## src/qet_pkg.sv

```systemverilog
package qet_pkg;

  localparam int SET_SLOTS = 8;
  localparam int CFG_W = 64;
  localparam int CFG_IDX_W = 2;
  localparam int QUEUE_DEPTH = 4;
  localparam int QUEUE_PTR_W = $clog2(QUEUE_DEPTH);

  localparam logic [1:0] KIND_CHAR = 2'd0;
  localparam logic [1:0] KIND_END = 2'd1;
  localparam logic [1:0] KIND_DELIM = 2'd2;

  localparam logic [CFG_IDX_W-1:0] CFG_DROP = 2'd0;
  localparam logic [CFG_IDX_W-1:0] CFG_KEEP = 2'd1;
  localparam logic [CFG_IDX_W-1:0] CFG_QUOTE = 2'd2;
  localparam logic [CFG_IDX_W-1:0] CFG_ESCAPE = 2'd3;

  typedef struct packed {
    logic [7:0] ch;
    logic       end_of_text;
  } in_t;

  typedef struct packed {
    logic [1:0] kind;
    logic [7:0] value;
    logic       final_res;
  } out_t;

  typedef struct packed {
    logic [1:0] kind;
    logic [7:0] value;
  } res_t;

  // Up to two results caused by one item.
  typedef struct packed {
    logic two;
    res_t r0;
    res_t r1;
  } act_t;

  function automatic logic set_has(input logic [CFG_W-1:0] set, input logic [7:0] c);
    logic hit;
    hit = 1'b0;
    for (int i = 0; i < SET_SLOTS; i++) begin
      if (set[8*i +: 8] == c) begin
        hit = 1'b1;
      end
    end
    return hit && (c != 8'd0);
  endfunction

endpackage

```

## src/qet_front.sv

```systemverilog
module qet_front (
  input  logic                            clk,
  input  logic                            rst,
  input  logic                            push,
  output logic                            full,
  input  qet_pkg::in_t                    in_data,
  input  logic                            cfg_we,
  input  logic [qet_pkg::CFG_IDX_W-1:0]   cfg_index,
  input  logic [qet_pkg::CFG_W-1:0]       cfg_data,
  input  logic                            q_full,
  output logic                            q_wr,
  output qet_pkg::act_t                   q_wdata
);

  logic [qet_pkg::CFG_W-1:0] drop_delims;
  logic [qet_pkg::CFG_W-1:0] keep_delims;
  logic [qet_pkg::CFG_W-1:0] quote_chars;
  logic [qet_pkg::CFG_W-1:0] escape_chars;

  logic       in_quote;
  logic [7:0] open_quote_char;
  logic       escape_pending;
  logic       token_open;

  logic       in_quote_next;
  logic [7:0] open_quote_char_next;
  logic       escape_pending_next;
  logic       token_open_next;

  logic       accept;
  logic [7:0] c;
  logic       eot;
  logic       add;
  logic       complete;
  logic       delim;
  logic       flush;
  logic       tok1;
  logic [1:0] cnt;
  qet_pkg::act_t act;

  assign accept = push && !q_full;
  assign full = q_full;
  assign c = in_data.ch;
  assign eot = in_data.end_of_text;

  always_comb begin
    in_quote_next = in_quote;
    open_quote_char_next = open_quote_char;
    escape_pending_next = escape_pending;
    add = 1'b0;
    complete = 1'b0;
    delim = 1'b0;
    if (escape_pending) begin
      escape_pending_next = 1'b0;
      add = 1'b1;
    end else if (qet_pkg::set_has(escape_chars, c)) begin
      escape_pending_next = !eot;
    end else begin
      add = 1'b1;
      if (qet_pkg::set_has(quote_chars, c)) begin
        if (!in_quote) begin
          in_quote_next = 1'b1;
          open_quote_char_next = c;
          add = 1'b0;
        end else if (open_quote_char == c) begin
          in_quote_next = 1'b0;
          open_quote_char_next = 8'd0;
          add = 1'b0;
        end
      end
      if (!in_quote_next && qet_pkg::set_has(drop_delims, c)) begin
        complete = token_open;
        add = 1'b0;
      end
      if (!in_quote_next && qet_pkg::set_has(keep_delims, c)) begin
        complete = token_open;
        add = 1'b0;
        delim = 1'b1;
      end
    end

    tok1 = add ? 1'b1 : (complete ? 1'b0 : token_open);
    flush = eot && tok1;
    token_open_next = tok1;
    if (eot) begin
      in_quote_next = 1'b0;
      open_quote_char_next = 8'd0;
      escape_pending_next = 1'b0;
      token_open_next = 1'b0;
    end

    act = '0;
    cnt = 2'd0;
    if (add) begin
      act.r0 = '{kind: qet_pkg::KIND_CHAR, value: c};
      cnt = 2'd1;
    end
    if (complete) begin
      if (cnt == 2'd0) begin
        act.r0 = '{kind: qet_pkg::KIND_END, value: 8'd0};
      end else begin
        act.r1 = '{kind: qet_pkg::KIND_END, value: 8'd0};
      end
      cnt = cnt + 2'd1;
    end
    if (delim) begin
      if (cnt == 2'd0) begin
        act.r0 = '{kind: qet_pkg::KIND_DELIM, value: c};
      end else begin
        act.r1 = '{kind: qet_pkg::KIND_DELIM, value: c};
      end
      cnt = cnt + 2'd1;
    end
    if (flush) begin
      if (cnt == 2'd0) begin
        act.r0 = '{kind: qet_pkg::KIND_END, value: 8'd0};
      end else begin
        act.r1 = '{kind: qet_pkg::KIND_END, value: 8'd0};
      end
      cnt = cnt + 2'd1;
    end
    act.two = cnt[1];
  end

  assign q_wr = accept && (cnt != 2'd0);
  assign q_wdata = act;

  always_ff @(posedge clk) begin
    if (rst) begin
      drop_delims <= '0;
      keep_delims <= '0;
      quote_chars <= '0;
      escape_chars <= '0;
      in_quote <= 1'b0;
      open_quote_char <= 8'd0;
      escape_pending <= 1'b0;
      token_open <= 1'b0;
    end else begin
      if (cfg_we) begin
        case (cfg_index)
          qet_pkg::CFG_DROP: drop_delims <= cfg_data;
          qet_pkg::CFG_KEEP: keep_delims <= cfg_data;
          qet_pkg::CFG_QUOTE: quote_chars <= cfg_data;
          qet_pkg::CFG_ESCAPE: escape_chars <= cfg_data;
          default: ;
        endcase
      end
      if (accept) begin
        in_quote <= in_quote_next;
        open_quote_char <= open_quote_char_next;
        escape_pending <= escape_pending_next;
        token_open <= token_open_next;
      end
    end
  end

endmodule

```

## src/qet_queue.sv

```systemverilog
module qet_queue (
  input  logic          clk,
  input  logic          rst,
  input  logic          wr,
  input  qet_pkg::act_t wdata,
  output logic          full,
  input  logic          rd,
  output qet_pkg::act_t rdata,
  output logic          empty
);

  qet_pkg::act_t                   slots [qet_pkg::QUEUE_DEPTH];
  logic [qet_pkg::QUEUE_PTR_W-1:0] head;
  logic [qet_pkg::QUEUE_PTR_W-1:0] tail;
  logic [qet_pkg::QUEUE_PTR_W:0]   count;
  logic                            do_wr;
  logic                            do_rd;

  assign full = (count == (qet_pkg::QUEUE_PTR_W + 1)'(qet_pkg::QUEUE_DEPTH));
  assign empty = (count == '0);
  assign do_wr = wr && !full;
  assign do_rd = rd && !empty;
  assign rdata = slots[head];

  always_ff @(posedge clk) begin
    if (do_wr) begin
      slots[tail] <= wdata;
    end
  end

  always_ff @(posedge clk) begin
    if (rst) begin
      head <= '0;
      tail <= '0;
      count <= '0;
    end else begin
      if (do_wr) begin
        tail <= tail + 1'b1;
      end
      if (do_rd) begin
        head <= head + 1'b1;
      end
      if (do_wr && !do_rd) begin
        count <= count + 1'b1;
      end else if (do_rd && !do_wr) begin
        count <= count - 1'b1;
      end
    end
  end

endmodule

```

## src/qet_back.sv

```systemverilog
module qet_back (
  input  logic          clk,
  input  logic          rst,
  input  logic          q_empty,
  output logic          q_rd,
  input  qet_pkg::act_t q_rdata,
  output logic          empty,
  input  logic          pop,
  output qet_pkg::out_t out_data
);

  qet_pkg::act_t cur;
  logic          cur_valid;
  logic          phase;
  logic          last;
  logic          take;
  qet_pkg::res_t res;

  assign last = phase || !cur.two;
  assign take = !cur_valid || (pop && last);
  assign q_rd = take && !q_empty;
  assign res = phase ? cur.r1 : cur.r0;
  assign empty = !cur_valid;
  assign out_data = '{kind: res.kind, value: res.value, final_res: last};

  always_ff @(posedge clk) begin
    if (q_rd) begin
      cur <= q_rdata;
    end
  end

  always_ff @(posedge clk) begin
    if (rst) begin
      cur_valid <= 1'b0;
      phase <= 1'b0;
    end else if (take) begin
      cur_valid <= !q_empty;
      phase <= 1'b0;
    end else if (pop) begin
      phase <= 1'b1;
    end
  end

endmodule

```

## src/quoted_escaped_tokenizer_top.sv

```systemverilog
// Splits a character stream into tokens using four configured byte sets.
// Input channel: one character and its end-of-text mark per item, taken at
// a clock edge with push high and full low. Result channel: the oldest
// result item sits on out_data while empty is low and leaves at an edge
// with pop high. An item causes zero, one or two result items; final_res
// marks the last result of each item.
// Configuration: cfg_we, cfg_index and cfg_data write one set register at
// a clock edge; write only while no item is in flight.
// A result passes from the accepting edge into the queue and from there into
// the result register of the output stage before it is on out_data.
// Throughput: one item per cycle on the input while full is low and one
// result per cycle on the output while empty is low; an item with two
// results needs two pops, and the single result register sets the rate.
// A four-entry queue between the classifier and the output stage absorbs
// short stalls; when the receiver holds pop low the queue fills and full
// rises. Reset clears the set registers, the tokenizer state and the queue.
module quoted_escaped_tokenizer_top (
  input  logic                          clk,
  input  logic                          rst,
  input  logic                          push,
  output logic                          full,
  input  qet_pkg::in_t                  in_data,
  output logic                          empty,
  input  logic                          pop,
  output qet_pkg::out_t                 out_data,
  input  logic                          cfg_we,
  input  logic [qet_pkg::CFG_IDX_W-1:0] cfg_index,
  input  logic [qet_pkg::CFG_W-1:0]     cfg_data
);

  logic          q_full;
  logic          q_wr;
  qet_pkg::act_t q_wdata;
  logic          q_rd;
  logic          q_empty;
  qet_pkg::act_t q_rdata;

  qet_front u_front (
    .clk       (clk),
    .rst       (rst),
    .push      (push),
    .full      (full),
    .in_data   (in_data),
    .cfg_we    (cfg_we),
    .cfg_index (cfg_index),
    .cfg_data  (cfg_data),
    .q_full    (q_full),
    .q_wr      (q_wr),
    .q_wdata   (q_wdata)
  );

  qet_queue u_queue (
    .clk   (clk),
    .rst   (rst),
    .wr    (q_wr),
    .wdata (q_wdata),
    .full  (q_full),
    .rd    (q_rd),
    .rdata (q_rdata),
    .empty (q_empty)
  );

  qet_back u_back (
    .clk      (clk),
    .rst      (rst),
    .q_empty  (q_empty),
    .q_rd     (q_rd),
    .q_rdata  (q_rdata),
    .empty    (empty),
    .pop      (pop),
    .out_data (out_data)
  );

`ifndef ASSERT_OFF
  a_no_overflow: assert property (@(posedge clk) disable iff (rst) q_wr |-> !q_full)
    else $error("queue written while full");

  a_reset_empty: assert property (@(posedge clk) rst |=> empty)
    else $error("result present right after reset");

  a_end_zero: assert property (@(posedge clk) disable iff (rst)
      (!empty && out_data.kind == qet_pkg::KIND_END) |-> out_data.value == 8'd0)
    else $error("end-of-token result carries a character");

  a_kind_legal: assert property (@(posedge clk) disable iff (rst)
      !empty |-> (out_data.kind == qet_pkg::KIND_CHAR || out_data.kind == qet_pkg::KIND_END
                  || out_data.kind == qet_pkg::KIND_DELIM))
    else $error("illegal result kind");
`endif

endmodule
```

## config.mk

```make
export PLATFORM = sky130hd
export DESIGN_NAME = quoted_escaped_tokenizer_top
export DESIGN_NICKNAME = d
export VERILOG_FILES = /design/src/qet_pkg.sv /design/src/qet_front.sv /design/src/qet_queue.sv /design/src/qet_back.sv /design/src/quoted_escaped_tokenizer_top.sv
export SDC_FILE = /design/constraint.sdc
export NUM_CORES = 1
export LEC_CHECK = 0
export BUFFER_PORTS_ARGS = -buffer_cell sky130_fd_sc_hd__buf_4
export CORE_ASPECT_RATIO = 1.5
export CORE_MARGIN = 2
export CORE_UTILIZATION = 55
export DETAILED_ROUTE_END_ITERATION = 6
export PLACE_DENSITY_LB_ADDON = 0.3
export SYNTH_ARGS = -nofsm -noshare
export SYNTH_HDL_FRONTEND = slang
export SYNTH_HIERARCHICAL = 1
export SYNTH_SLANG_ARGS = --single-unit
```

## constraint.sdc

```tcl
create_clock -name clk -period 5.7 [get_ports clk]
set_clock_uncertainty 0.15 [all_clocks]
set_input_delay 0.57 -clock clk [delete_from_list [all_inputs] [get_ports clk]]
set_output_delay 0.57 -clock clk [all_outputs]
set_load 0.05 [all_outputs]
```

==> results of run 1 <==
-- routing by layer --
metal	up-vias	track usage, %
met5	-	0
met4	0	11.9
met3	109	3.32
met2	391	48.9
met1	6306	30.7
li1	6230	-
-- state kept, by name (all words and copies together), names as in the netlist, 2 cells and up, named ones only --
register	cells
u_front/open_quote_char	8
u_front/quote_chars	64
u_front/drop_delims	64
u_queue/head	2
u_back/cur	21
u_queue/slots	84
u_front/keep_delims	64
u_front/escape_chars	64
u_queue/tail	2
u_queue/count	3
-- area by class of cell --
type	count	share of cell area, %
multi-input cells	1313	40.0
clock buffers	48	5.64
repair buffers	136	6.15
well taps	405	2.59
flip-flops and latches	383	44.6
clock inverters	18	0.717
inverters	13	0.250
-- cells in the final DEF, fill, tap and decap left out, drive strengths merged, types with 2 or more instances in the layout --
master and instances:
a2111oi 5, dfxtp 278, clkinvlp 6, and2 20, nor3b 2, nand3 9, mux2i 3, edfxtp 105
xor2 148, a31oi 4, nor4 38, nand2 531, or3 2, o2111ai 4, o21ai 9, nand4 32
inv 14, mux2 11, or2 2, nand2b 13, ha 11, xnor2 121, clkinv 10, buf 135
nor3 5, clkbuf 49, a21oi 271, mux4 21, nor2 31
-- cell families (layout without fill, tap and decap cells) --
group | after synthesis | in the layout
multiplexers | 35 | 35
AND/OR/NAND/NOR | 692 | 692
flip-flops | 383 | 383
buffers and inverters | 142 | 215
XOR/XNOR | 269 | 269
adder cells (fa/ha/maj) | 12 | 12
AO/OA/AOI/OAI | 305 | 305
-- path summary, 6_finish.rpt --
kind | end | startpoint
setup reg to reg | u_queue/count[2]$_SDFFE_PP0P_ | u_front/keep_delims[16]$_SDFFE_PP0P_
setup / recovery | u_queue/count[2]$_SDFFE_PP0P_ | in_data[7]
hold reg to reg | u_front/drop_delims[38]$_SDFFE_PP0P_ | u_front/drop_delims[38]$_SDFFE_PP0P_
hold / removal | u_front/quote_chars[9]$_SDFFE_PP0P_ | cfg_data[9]
-- report_power, final --
group	leakage, nW	internal, mW	total [mW]	switching (mW)
combinational	3.24	0.545	1.31	0.769
clock	0.605	1.42	2.47	1.05
sequential	3.26	3.12	3.24	0.124
-- critical path: stages --
cell and delay (ns):
sky130_fd_sc_hd__buf_4 0.19, sky130_fd_sc_hd__buf_4 0.25, sky130_fd_sc_hd__xor2_1 0.25, sky130_fd_sc_hd__nor4_1 0.09, sky130_fd_sc_hd__buf_4 0.13, sky130_fd_sc_hd__a2111oi_1 0.57
sky130_fd_sc_hd__and4_1 0.35, sky130_fd_sc_hd__a31oi_1 0.12, sky130_fd_sc_hd__o21ai_0 0.15, sky130_fd_sc_hd__inv_1 0.13, sky130_fd_sc_hd__ha_1 0.30, sky130_fd_sc_hd__xnor2_1 0.22
sky130_fd_sc_hd__inv_1 0.11, sky130_fd_sc_hd__ha_1 0.28, sky130_fd_sc_hd__inv_1 0.05, sky130_fd_sc_hd__a41o_1 0.21, sky130_fd_sc_hd__a31oi_1 0.14, sky130_fd_sc_hd__inv_1 0.09
sky130_fd_sc_hd__nor2_2 0.13, sky130_fd_sc_hd__ha_1 0.19, sky130_fd_sc_hd__inv_1 0.06, sky130_fd_sc_hd__fa_1 0.38, sky130_fd_sc_hd__xor2_1 0.18, sky130_fd_sc_hd__or3_1 0.30
sky130_fd_sc_hd__a21oi_1 0.14
-- stage by stage --
stage	area, µm²	hold WS (ns)	total power [mW]	std cells
after floorplan	17200	0.298	4.24	1838
after global placement	18300	0.303	4.58	2250
after detailed placement	18300	0.308	4.62	2250
after CTS	19500	0.147	7.08	2316
after global routing	19500	0.149	7.29	2316
final	19500	0.156	7.02	2316
==> impl_table.tex, run 1 <==
\begin{tabular}{lr}
\hline
Metric & Value \\
\hline
\multicolumn{2}{l}{\textbf{Synthesis}} \\
Portion of the post-synthesis area used by sequential elements & 50.6\% \\
Mapped cell area & 17,200 µm² \\
Synthesized-area fraction occupied by ao, oa, aoi and oai cells & roughly a tenth \\
Synthesized Nets & 1,930 \\
Cells taking the most area after synthesis & sky130\_fd\_sc\_hd\_\_dfxtp\_1, sky130\_fd\_sc\_hd\_\_edfxtp\_1, sky130\_fd\_sc\_hd\_\_nand2\_1, sky130\_fd\_sc\_hd\_\_a21oi\_1, sky130\_fd\_sc\_hd\_\_xor2\_1 \\
Number of synthesized register bits & $\sim$380 \\
Total number of yosys warnings & 6 \\
Cell with the most instances after synthesis & sky130\_fd\_sc\_hd\_\_nand2\_1 \\
Most area-hungry cell type in the Yosys netlist & sky130\_fd\_sc\_hd\_\_dfxtp\_1 \\
Number of enable flip-flop cells after synthesis & 105 \\
Multiplexer share of the synthesized area & 3.86\% \\
Share of the synthesized area in the top cell type & 32.3\% \\
Gate count after technology mapping & 1,838 \\
Most instantiated cells after synthesis & sky130\_fd\_sc\_hd\_\_nand2\_1, sky130\_fd\_sc\_hd\_\_dfxtp\_1, sky130\_fd\_sc\_hd\_\_a21oi\_1 \\
Number of distinct library cells after synthesis & 60 \\
Main combinational cell family by area after synthesis & simple AND/OR/NAND/NOR gates \\
Synthesized area per cell & 9.37 µm² \\
Async set-or-reset flop fraction in the synthesized netlist & 0\% \\
Basic-gate share of the synthesized area counting and, or, nand and nor cells & 17.0\% \\
XOR/XNOR share of the synthesized area & 13.7\% \\
Adder-Cell Fraction of Synth Area & less than 1\% \\
Most used flip-flop cell after synthesis & sky130\_fd\_sc\_hd\_\_dfxtp\_1 \\
\multicolumn{2}{l}{\textbf{Drt}} \\
Detailed router's first-iteration violation count & 899 \\
Overall via count from detail\_route & 13,036 \\
Routed wire length on met3 & 1970 µm \\
Sum of met2 wire segment lengths after detailed routing & roughly 23,000 µm \\
Detailed-routing iteration count for the pre-antenna-repair pass & 5 \\
Overall routed net length & 43,500 µm \\
WL/cell & 18.8 µm \\
Highest metal layer with signal wires & met4 \\
\# DRC & 0 \\
Routed length on met1 & about 17,000 µm \\
Post-detailed-route via-to-cell ratio & approximately 5.6 \\
Post-route antenna net violation count & 0 \\
\multicolumn{2}{l}{\textbf{STA}} \\
Final Hold Violating Endpoints & 0 \\
Slew at the pin with the worst max-slew slack & 1.05 ns \\
Number of failing setup endpoints in the final timing report & 0 \\
Setup repair after global routing missed its margin & no \\
Max Clk Rate & roughly 0.19 GHz \\
Final cycle utilization of the critical path & 93.2\% \\
Final total negative setup slack & 0 ns \\
Worst-case setup margin in the final layout & between 0.3 and 0.4 ns \\
Final number of max-transition violations & 0 \\
Max transition margin & 30.2\% \\
Minimum period implied by the final worst setup slack & roughly 5.3 ns \\
\multicolumn{2}{l}{\textbf{Setup path}} \\
Worst Setup Start Kind & input pin \\
Setup CP Type & in2reg \\
Register-to-register setup slack & around 0.43 ns \\
Worst-case reg-to-reg path depth & 23 \\
Arrival time at the worst endpoint & 5.62 ns \\
Worst path required time & 6.00 ns \\
Capturing element type of the critical path & flip-flop \\
CP max FO & 11 \\
\multicolumn{2}{l}{\textbf{Floorplanning}} \\
Die width & roughly 150 µm \\
Die Footprint & 32,800 µm² \\
Std-Cell Rows & between 70 and 80 \\
Core box area & 30,900 µm² \\
Initial core utilization & a little under three fifths \\
Chip Height & 221 µm \\
I/O pins & 93 \\
\multicolumn{2}{l}{\textbf{CTS}} \\
Number of setup buffers added after CTS & 0 \\
Max H-tree Level & 2 \\
Clock tree from TritonCTS & done \\
Resized cells post-CTS & 0 \\
Clock root cell & sky130\_fd\_sc\_hd\_\_clkbuf\_16 \\
Clock network latency to the later pin of the worst-skew pair & around 0.53 ns \\
Clock edge transition at the registers on the reported setup and hold paths & 0.06 ns \\
Cts-stage hold buffer count & 0 \\
Number of buffers added by the clock tree synthesis step & 36 \\
Deepest clock path buffer count & 3 \\
Clock sinks & 383 \\
\multicolumn{2}{l}{\textbf{Job}} \\
Number of max-cap violations & 0 \\
\multicolumn{2}{l}{\textbf{Pwr}} \\
Power density of the placed cells & $\sim$360 nW/µm² \\
Leakage component of the power & slightly above 7 nW \\
Worst IR drop on VDD & 0.231 mV \\
\multicolumn{2}{l}{\textbf{Layout}} \\
Final net count & 1,975 \\
Syn-to-layout area delta & 13.4\% \\
Diode count & 0 \\
Post-layout util & 63.2\% \\
Area occupied by multi-input gates & slightly below 8000 µm² \\
Reg area & 8720 µm² \\
Filler Cells Inserted & 2,552 \\
Fraction of layout cells with a size suffix above 1 & a little over an eighth \\
\multicolumn{2}{l}{\textbf{GRT}} \\
First-pass GRT wire length & 68,400 µm \\
Number of antenna violations at the first check in global routing & 0 \\
Largest net degree at the start of global routing & approximately 220 \\
Global router's overall resource usage & 26.5\% \\
Sum of overflow across all layers after global routing & 0 \\
Vias in the first global route & 12,898 \\
\multicolumn{2}{l}{\textbf{Status}} \\
Run status & finished clean \\
\multicolumn{2}{l}{\textbf{Placement}} \\
HPWL after detailed placement & $\sim$28,000 µm \\
Post-place setup slack & -0.248 ns \\
Final RePlAce weighted congestion & 0.859 \\
Count of buffers inserted at the top-level ports & 92 \\
\multicolumn{2}{l}{\textbf{Worst hold path}} \\
Hold Crit Class & in2reg \\
Hold depth & 3 \\
\hline
\end{tabular}
(Power assumes the default switching activity.)
==> run 2, diff against run 1 <==
--- a/config.mk
+++ b/config.mk
@@ -10,7 +10,7 @@
 export CORE_MARGIN = 2
 export CORE_UTILIZATION = 55
 export DETAILED_ROUTE_END_ITERATION = 6
-export PLACE_DENSITY_LB_ADDON = 0.3
+export PLACE_DENSITY = 0.71
 export SYNTH_ARGS = -nofsm -noshare
 export SYNTH_HDL_FRONTEND = slang
 export SYNTH_HIERARCHICAL = 1
==> impl_table.tex, run 2 (synthesis results as in run 1) <==
\begin{tabular}{lr}
\hline
Metric & Value \\
\hline
\multicolumn{2}{l}{\textbf{Setup path}} \\
Worst Setup Start Kind & input pin \\
Beginning of the worst register-to-register path & u\_front/keep\_delims[23]\$\_SDFFE\_PP0P\_ \\
Worst path required time & 5.99 ns \\
Setup CP Type & in2reg \\
Capturing element type of the critical path & flip-flop \\
Crit path top cell by count & sky130\_fd\_sc\_hd\_\_inv\_1 \\
Critical path depth in cells & 25 \\
CP top delay family & compound AO/OA/AOI/OAI gates \\
Arrival time at the worst endpoint & around 5.6 ns \\
Critical path buffer and inverter count & 7 \\
R2r endpoint & u\_queue/count[2]\$\_SDFFE\_PP0P\_ \\
Slowest cell on the critical path & sky130\_fd\_sc\_hd\_\_a2111oi\_1 \\
Delay of the slowest cell on the worst path & 0.72 ns \\
Worst-case reg-to-reg path depth & 23 \\
Register-to-register setup slack & 0.37 ns \\
CP max FO & 16 \\
\multicolumn{2}{l}{\textbf{Layout}} \\
Finished layout cell area & 19,500 µm² \\
Flip-flop count of the largest register, all copies and words added & 84 \\
Fraction of layout cells with a size suffix above 1 & 13.5\% \\
Register containing the most flip-flops in the final layout & u\_queue/slots \\
Final net count & 1,987 \\
Most used cells in the layout excluding fill and tap cells & sky130\_fd\_sc\_hd\_\_nand2\_1, sky130\_fd\_sc\_hd\_\_dfxtp\_1, sky130\_fd\_sc\_hd\_\_a21oi\_1 \\
Syn-to-layout area delta & 13.1\% \\
Leading cell type in the layout, fill and taps excluded & sky130\_fd\_sc\_hd\_\_nand2\_1 \\
Diode count & 0 \\
\multicolumn{2}{l}{\textbf{Drt}} \\
\# DRC & 0 \\
Detailed-routing iteration count for the pre-antenna-repair pass & 5 \\
Post-detailed-route via-to-cell ratio & approximately 5.6 \\
Overall via count from detail\_route & 13,003 \\
Post-route antenna net violation count & 0 \\
Overall routed net length & 44,100 µm \\
Detailed router's first-iteration violation count & 902 \\
WL/cell & 19.0 µm \\
\multicolumn{2}{l}{\textbf{Pwr}} \\
Leakage component of the power & about 7.1 nW \\
Proportion of total power due to net switching & 27.8\% \\
Comb power frac & 19.3\% \\
Clock group share of total power & 33.5\% \\
Power density of the placed cells & 353 nW/µm² \\
Sw Pwr & 1.91 mW \\
Total power & 6.87 mW \\
Part of the power in registers & 47.2\% \\
Worst IR drop on VDD & 0.238 mV \\
Internal Power & 4.96 mW \\
\multicolumn{2}{l}{\textbf{GRT}} \\
Vias in the first global route & 12,859 \\
Largest net degree at the start of global routing & $\sim$160 \\
Sum of overflow across all layers after global routing & 0 \\
Number of antenna violations at the first check in global routing & 0 \\
First-pass GRT wire length & 69,000 µm \\
Global router's overall resource usage & 26.9\% \\
\multicolumn{2}{l}{\textbf{Placement}} \\
Post-place instance area & 18,400 µm² \\
HPWL after detailed placement & 28,600 µm \\
Final RePlAce weighted congestion & 0.885 \\
Count of buffers inserted at the top-level ports & a little over 90 \\
Post-place setup slack & -0.298 ns \\
\multicolumn{2}{l}{\textbf{Floorplanning}} \\
I/O pins & 93 \\
Chip Height & between 200 and 250 µm \\
Die width & 148 µm \\
Core box area & 30,900 µm² \\
Std-Cell Rows & 79 \\
Die Footprint & 32,800 µm² \\
Initial core utilization & 55.7\% \\
\multicolumn{2}{l}{\textbf{Job}} \\
Number of max-cap violations & 0 \\
\multicolumn{2}{l}{\textbf{STA}} \\
Final cycle utilization of the critical path & a little over nine tenths \\
Final Hold Violating Endpoints & 0 \\
Slew at the pin with the worst max-slew slack & 1.03 ns \\
Number of failing setup endpoints in the final timing report & 0 \\
Final total negative setup slack & 0 ns \\
Final number of max-transition violations & 0 \\
Minimum period implied by the final worst setup slack & 5.35 ns \\
Max transition margin & around 31\% \\
Worst-case setup margin in the final layout & 0.352 ns \\
Max Clk Rate & 0.187 GHz \\
Setup repair after global routing missed its margin & no \\
\multicolumn{2}{l}{\textbf{CTS}} \\
Clock sinks & about 380 \\
Number of buffers added by the clock tree synthesis step & 36 \\
Clock root cell & sky130\_fd\_sc\_hd\_\_clkbuf\_16 \\
Clock network latency to the later pin of the worst-skew pair & 0.54 ns \\
Deepest clock path buffer count & 3 \\
Max H-tree Level & 2 \\
Clock tree from TritonCTS & done \\
Clock edge transition at the registers on the reported setup and hold paths & approximately 0.060 ns \\
\multicolumn{2}{l}{\textbf{Status}} \\
Run status & finished clean \\
\multicolumn{2}{l}{\textbf{Worst hold path}} \\
Worst min-delay path endpoint & u\_front/keep\_delims[7]\$\_SDFFE\_PP0P\_ \\
HP Start & cfg\_data[7] \\
Hold depth & 3 \\
Hold Crit Class & in2reg \\
\hline
\end{tabular}
[run 2: cell count changes in the layout (fill, tap and decap cells not counted)]
cell                         previous run  this run
sky130_fd_sc_hd__buf_4                121       134
sky130_fd_sc_hd__clkbuf_1               2         6
sky130_fd_sc_hd__clkbuf_16             41        37
sky130_fd_sc_hd__clkbuf_8               6         8
sky130_fd_sc_hd__clkinv_2               9         7
sky130_fd_sc_hd__clkinvlp_2             2         0
sky130_fd_sc_hd__clkinvlp_4             4         2
sky130_fd_sc_hd__buf_12                14        13
sky130_fd_sc_hd__bufinv_16              1         0
sky130_fd_sc_hd__clkinv_8               1         0
sky130_fd_sc_hd__inv_8                  0         1
[run 2: tightest hold or removal path, stage by stage]
cell and delay (ns):
sky130_fd_sc_hd__buf_4 0.13, sky130_fd_sc_hd__nand2_1 0.05, sky130_fd_sc_hd__a21oi_1 0.05
[run 2: repair_timing]
item / CTS / global route
endpoints found under the setup margin: 0 / 1
setup buffers: 0 / 0
hold buffers: 0 / 0
resized for setup: 0 / 1
[run 2: worst max-delay path by stage]
stage	startpoint	endpoint	slack, ns
4_1_cts	in_data[6]	u_queue/count[2]$_SDFFE_PP0P_	0.20
3_5_place_dp	in_data[6]	u_queue/count[2]$_SDFFE_PP0P_	-0.30
3_3_place_gp	in_data[6]	u_queue/count[2]$_SDFFE_PP0P_	-0.14
5_1_grt	u_front/keep_delims[17]$_SDFFE_PP0P_	u_queue/count[2]$_SDFFE_PP0P_	0.06
6_report	in_data[6]	u_queue/count[2]$_SDFFE_PP0P_	0.35
2_1_floorplan	in_data[7]	u_queue/count[2]$_SDFFE_PP0P_	0.42
[run 2: through the flow]
step	hold slack, ns	cells	utilization [%]
after floorplan	0.298	1838	-
after global placement	0.303	2262	59.4
after detailed placement	0.309	2262	59.4
after CTS	0.142	2323	63.0
after global routing	0.153	2323	63.0
final	0.154	2323	63.0
[run 2: power groups by stage]
stage          Combinational, mW  Sequential, mW  Clock [mW]
2_1_floorplan              0.979            3.26           0
3_3_place_gp                1.31            3.29           0
3_5_place_dp                1.33            3.31           0
4_1_cts                     1.34            3.25        2.33
5_1_grt                     1.44            3.27        2.44
6_report                    1.33            3.25        2.30
[run 2: cell type report]
type,count,area [µm²]
sequential,383,8720
clock buffer,50,1040
inverter,13,48.8
tap,405,507
timing repair buffer,148,1280
clock inverter,11,70.1
fill,2573,11400
multi-input combinational,1313,7820
[run 2: per-layer routing]
layer	vias to the layer above	global-route usage [%]	share of wire, %
li1	6240	-	-
met1	6246	31.1	38
met2	416	49.6	53
met3	101	3.30	4.9
met4	0	11.9	3.9
met5	-	0	0
==> run 3, diff against run 2 <==
--- a/config.mk
+++ b/config.mk
@@ -6,6 +6,7 @@
 export NUM_CORES = 1
 export LEC_CHECK = 0
 export BUFFER_PORTS_ARGS = -buffer_cell sky130_fd_sc_hd__buf_4
+export CAP_MARGIN = 20
 export CORE_ASPECT_RATIO = 1.5
 export CORE_MARGIN = 2
 export CORE_UTILIZATION = 55
@@ -13,5 +14,4 @@
 export PLACE_DENSITY = 0.71
 export SYNTH_ARGS = -nofsm -noshare
 export SYNTH_HDL_FRONTEND = slang
-export SYNTH_HIERARCHICAL = 1
 export SYNTH_SLANG_ARGS = --single-unit
==> impl_table.tex, run 3 <==
\begin{tabular}{lr}
\hline
Metric & Value \\
\hline
\multicolumn{2}{l}{\textbf{Synthesis}} \\
Most instantiated cells after synthesis & sky130\_fd\_sc\_hd\_\_nand2\_1, sky130\_fd\_sc\_hd\_\_dfxtp\_1, sky130\_fd\_sc\_hd\_\_a21oi\_1 \\
Most area-hungry cell type in the Yosys netlist & sky130\_fd\_sc\_hd\_\_dfxtp\_1 \\
Most used flip-flop cell after synthesis & sky130\_fd\_sc\_hd\_\_dfxtp\_1 \\
Number of enable flip-flop cells after synthesis & $\sim$110 \\
Async set-or-reset flop fraction in the synthesized netlist & 0\% \\
Number of distinct library cells after synthesis & 64 \\
Gate count after technology mapping & between 1,500 and 2,000 \\
Cells taking the most area after synthesis & sky130\_fd\_sc\_hd\_\_dfxtp\_1, sky130\_fd\_sc\_hd\_\_edfxtp\_1, sky130\_fd\_sc\_hd\_\_nand2\_1, sky130\_fd\_sc\_hd\_\_xnor2\_1, sky130\_fd\_sc\_hd\_\_a21oi\_1 \\
Mapped cell area & 17,500 µm² \\
Total number of yosys warnings & 0 \\
Synthesized area per cell & 9.51 µm² \\
Share of the synthesized area in the top cell type & 31.6\% \\
Synthesized Nets & $\sim$1,900 \\
Portion of the post-synthesis area used by sequential elements & 49.6\% \\
Cell with the most instances after synthesis & sky130\_fd\_sc\_hd\_\_nand2\_1 \\
Number of synthesized register bits & 381 \\
\multicolumn{2}{l}{\textbf{CTS}} \\
Clock root cell & sky130\_fd\_sc\_hd\_\_clkbuf\_16 \\
Clock edge transition at the registers on the reported setup and hold paths & 0.06 ns \\
Deepest clock path buffer count & 3 \\
Max H-tree Level & 2 \\
Cts-stage hold buffer count & 0 \\
Clock sinks & 381 \\
Clock tree from TritonCTS & done \\
Number of buffers added by the clock tree synthesis step & 36 \\
Clock network latency to the later pin of the worst-skew pair & about 0.54 ns \\
Resized cells post-CTS & 0 \\
Number of setup buffers added after CTS & 0 \\
\multicolumn{2}{l}{\textbf{STA}} \\
Final number of max-transition violations & 0 \\
Number of failing setup endpoints in the final timing report & 0 \\
Max transition margin & 28.7\% \\
Final Hold Violating Endpoints & 0 \\
Setup repair after global routing missed its margin & no \\
Final cycle utilization of the critical path & 87.0\% \\
Minimum period implied by the final worst setup slack & approximately 5.0 ns \\
Max Clk Rate & 0.202 GHz \\
Final total negative setup slack & 0 ns \\
Slew at the pin with the worst max-slew slack & 1.07 ns \\
\multicolumn{2}{l}{\textbf{Setup path}} \\
Setup CP Type & in2reg \\
Beginning of the worst register-to-register path & u\_front.quote\_chars[2]\$\_SDFFE\_PP0P\_ \\
Worst Setup Start Kind & input pin \\
CP max FO & 18 \\
Register-to-register setup slack & 0.78 ns \\
Crit. Startpoint & in\_data[3] \\
Worst path required time & 6.00 ns \\
Arrival time at the worst endpoint & $\sim$5.3 ns \\
Capturing element type of the critical path & flip-flop \\
\multicolumn{2}{l}{\textbf{Layout}} \\
Syn-to-layout area delta & 11.4\% \\
Register containing the most flip-flops in the final layout & u\_queue.slots \\
Diode count & 0 \\
Filler-free cell count of the finished design & 2,325 \\
Leading cell type in the layout, fill and taps excluded & sky130\_fd\_sc\_hd\_\_nand2\_1 \\
Final net count & between 1,500 and 2,000 \\
Flip-flop count of the largest register, all copies and words added & 84 \\
Fraction of layout cells with a size suffix above 1 & 13.4\% \\
Filler Cells Inserted & 2,716 \\
Most used cells in the layout excluding fill and tap cells & sky130\_fd\_sc\_hd\_\_nand2\_1, sky130\_fd\_sc\_hd\_\_dfxtp\_1, sky130\_fd\_sc\_hd\_\_a21oi\_1 \\
\multicolumn{2}{l}{\textbf{Drt}} \\
Post-detailed-route via-to-cell ratio & 5.66 \\
Post-route antenna net violation count & 0 \\
Overall via count from detail\_route & between 10,000 and 15,000 \\
WL/cell & 19.6 µm \\
Overall routed net length & between 40,000 and 50,000 µm \\
Detailed router's first-iteration violation count & just over 800 \\
\# DRC & 0 \\
Detailed-routing iteration count for the pre-antenna-repair pass & 5 \\
\multicolumn{2}{l}{\textbf{Placement}} \\
Final RePlAce weighted congestion & just under 0.9 \\
HPWL after detailed placement & 29,700 µm \\
Count of buffers inserted at the top-level ports & approximately 90 \\
Number of cells after detailed placement & 2,259 \\
\multicolumn{2}{l}{\textbf{Floorplanning}} \\
Initial core utilization & roughly 55\% \\
I/O pins & 93 \\
Core box area & 31,500 µm² \\
Chip Height & 222 µm \\
Std-Cell Rows & 80 \\
Die Footprint & 33,300 µm² \\
Die width & about 150 µm \\
\multicolumn{2}{l}{\textbf{Pwr}} \\
Sw Pwr & approximately 1.9 mW \\
Leakage component of the power & 6.67 nW \\
Comb power frac & 18.5\% \\
Part of the power in registers & 46.2\% \\
Worst IR drop on VDD & 0.264 mV \\
Internal Power & 5.00 mW \\
Clock group share of total power & 35.3\% \\
Power density of the placed cells & 355 nW/µm² \\
Proportion of total power due to net switching & 27.6\% \\
\multicolumn{2}{l}{\textbf{GRT}} \\
Largest net degree at the start of global routing & 100 \\
Vias in the first global route & 13,323 \\
GR met1 Demand/Resource & between 30 and 40\% \\
First-pass GRT wire length & 71,700 µm \\
Sum of overflow across all layers after global routing & 0 \\
Global-route layer with the greatest usage & met2 \\
Met2 global-route usage & 50.1\% \\
Number of antenna violations at the first check in global routing & 0 \\
Global router's overall resource usage & 27.7\% \\
GRT met3 Usage & 3.70\% \\
\multicolumn{2}{l}{\textbf{Worst hold path}} \\
Hold Crit Class & in2reg \\
HP Start & cfg\_data[55] \\
\multicolumn{2}{l}{\textbf{Status}} \\
Run status & finished clean \\
\multicolumn{2}{l}{\textbf{Job}} \\
Number of max-cap violations & 0 \\
\hline
\end{tabular}
[run 3: logic make-up after synthesis]
logic type / synth area share [%]
XOR/XNOR: 13.5
AO/OA/AOI/OAI: 11.0
adder cells (fa/ha/maj): 0.830
buffers and inverters: 5.10
AND/OR/NAND/NOR: 16.5
flip-flops: 49.6
multiplexers: 3.52
[run 3: cell type report]
type	count	area, µm²	area share (%)
flip-flops and latches	381	8680	44.5
multi-input cells	1319	7960	40.9
clock buffers	58	1140	5.84
repair buffers	138	1070	5.52
well taps	410	513	2.63
clock inverters	7	71.3	0.366
inverters	12	45.0	0.231
[run 3: through the flow]
stage / cell area [µm²] / power (mW) / hold slack (ns) / setup WS, ns / utilization, %
after detailed placement: 18300 / 4.54 / 0.308 / 0.223 / 57.9
after global routing: 19500 / 7.17 / 0.143 / 0.443 / 61.8
after floorplan: 17500 / 4.17 / 0.298 / 0.771 / -
final: 19500 / 6.91 / 0.150 / 0.739 / 61.8
after global placement: 18300 / 4.50 / 0.304 / 0.345 / 57.9
after CTS: 19500 / 6.96 / 0.138 / 0.757 / 61.7
[run 3: critical path, cell delays in order]
cell and delay [ns]:
sky130_fd_sc_hd__buf_4 0.33, sky130_fd_sc_hd__buf_4 0.33, sky130_fd_sc_hd__xor2_1 0.19, sky130_fd_sc_hd__nor4_1 0.11, sky130_fd_sc_hd__a2111oi_2 0.53, sky130_fd_sc_hd__a41oi_1 0.24
sky130_fd_sc_hd__o31ai_4 0.23, sky130_fd_sc_hd__inv_1 0.11, sky130_fd_sc_hd__ha_1 0.37, sky130_fd_sc_hd__xor2_1 0.21, sky130_fd_sc_hd__ha_1 0.36, sky130_fd_sc_hd__o2111ai_2 0.26
sky130_fd_sc_hd__nand2_1 0.15, sky130_fd_sc_hd__ha_1 0.19, sky130_fd_sc_hd__inv_1 0.06, sky130_fd_sc_hd__fa_1 0.38, sky130_fd_sc_hd__xor2_1 0.17, sky130_fd_sc_hd__or3_1 0.31
sky130_fd_sc_hd__a21oi_1 0.14
[run 3: metal layers]
layer  part of all wire, %  wire, µm  vias up
li1                      -         -     6258
met1                    38     17600     6389
met2                    52     23900      405
met3                   5.1      2310      117
met4                   4.2      1900        0
met5                     0         0        -
[run 3: worst paths after layout]
check | end | cells after the start
worst max register to register | u_queue.count[2]$_SDFFE_PP0P_ | 17
worst min register to register | u_front.drop_delims[58]$_SDFFE_PP0P_ | 2
worst min-delay path | u_front.keep_delims[55]$_SDFFE_PP0P_ | 3
worst max-delay path | u_queue.count[2]$_SDFFE_PP0P_ | 19
[run 3: power by group through the flow]
stage               clock [mW]  sequential [mW]  combinational (mW)
CTS                       2.47             3.21                1.28
global route              2.56             3.22                1.39
global placement             0             3.25                1.25
detailed placement           0             3.27                1.27
finish                    2.44             3.20                1.28
floorplan                    0             3.22               0.951
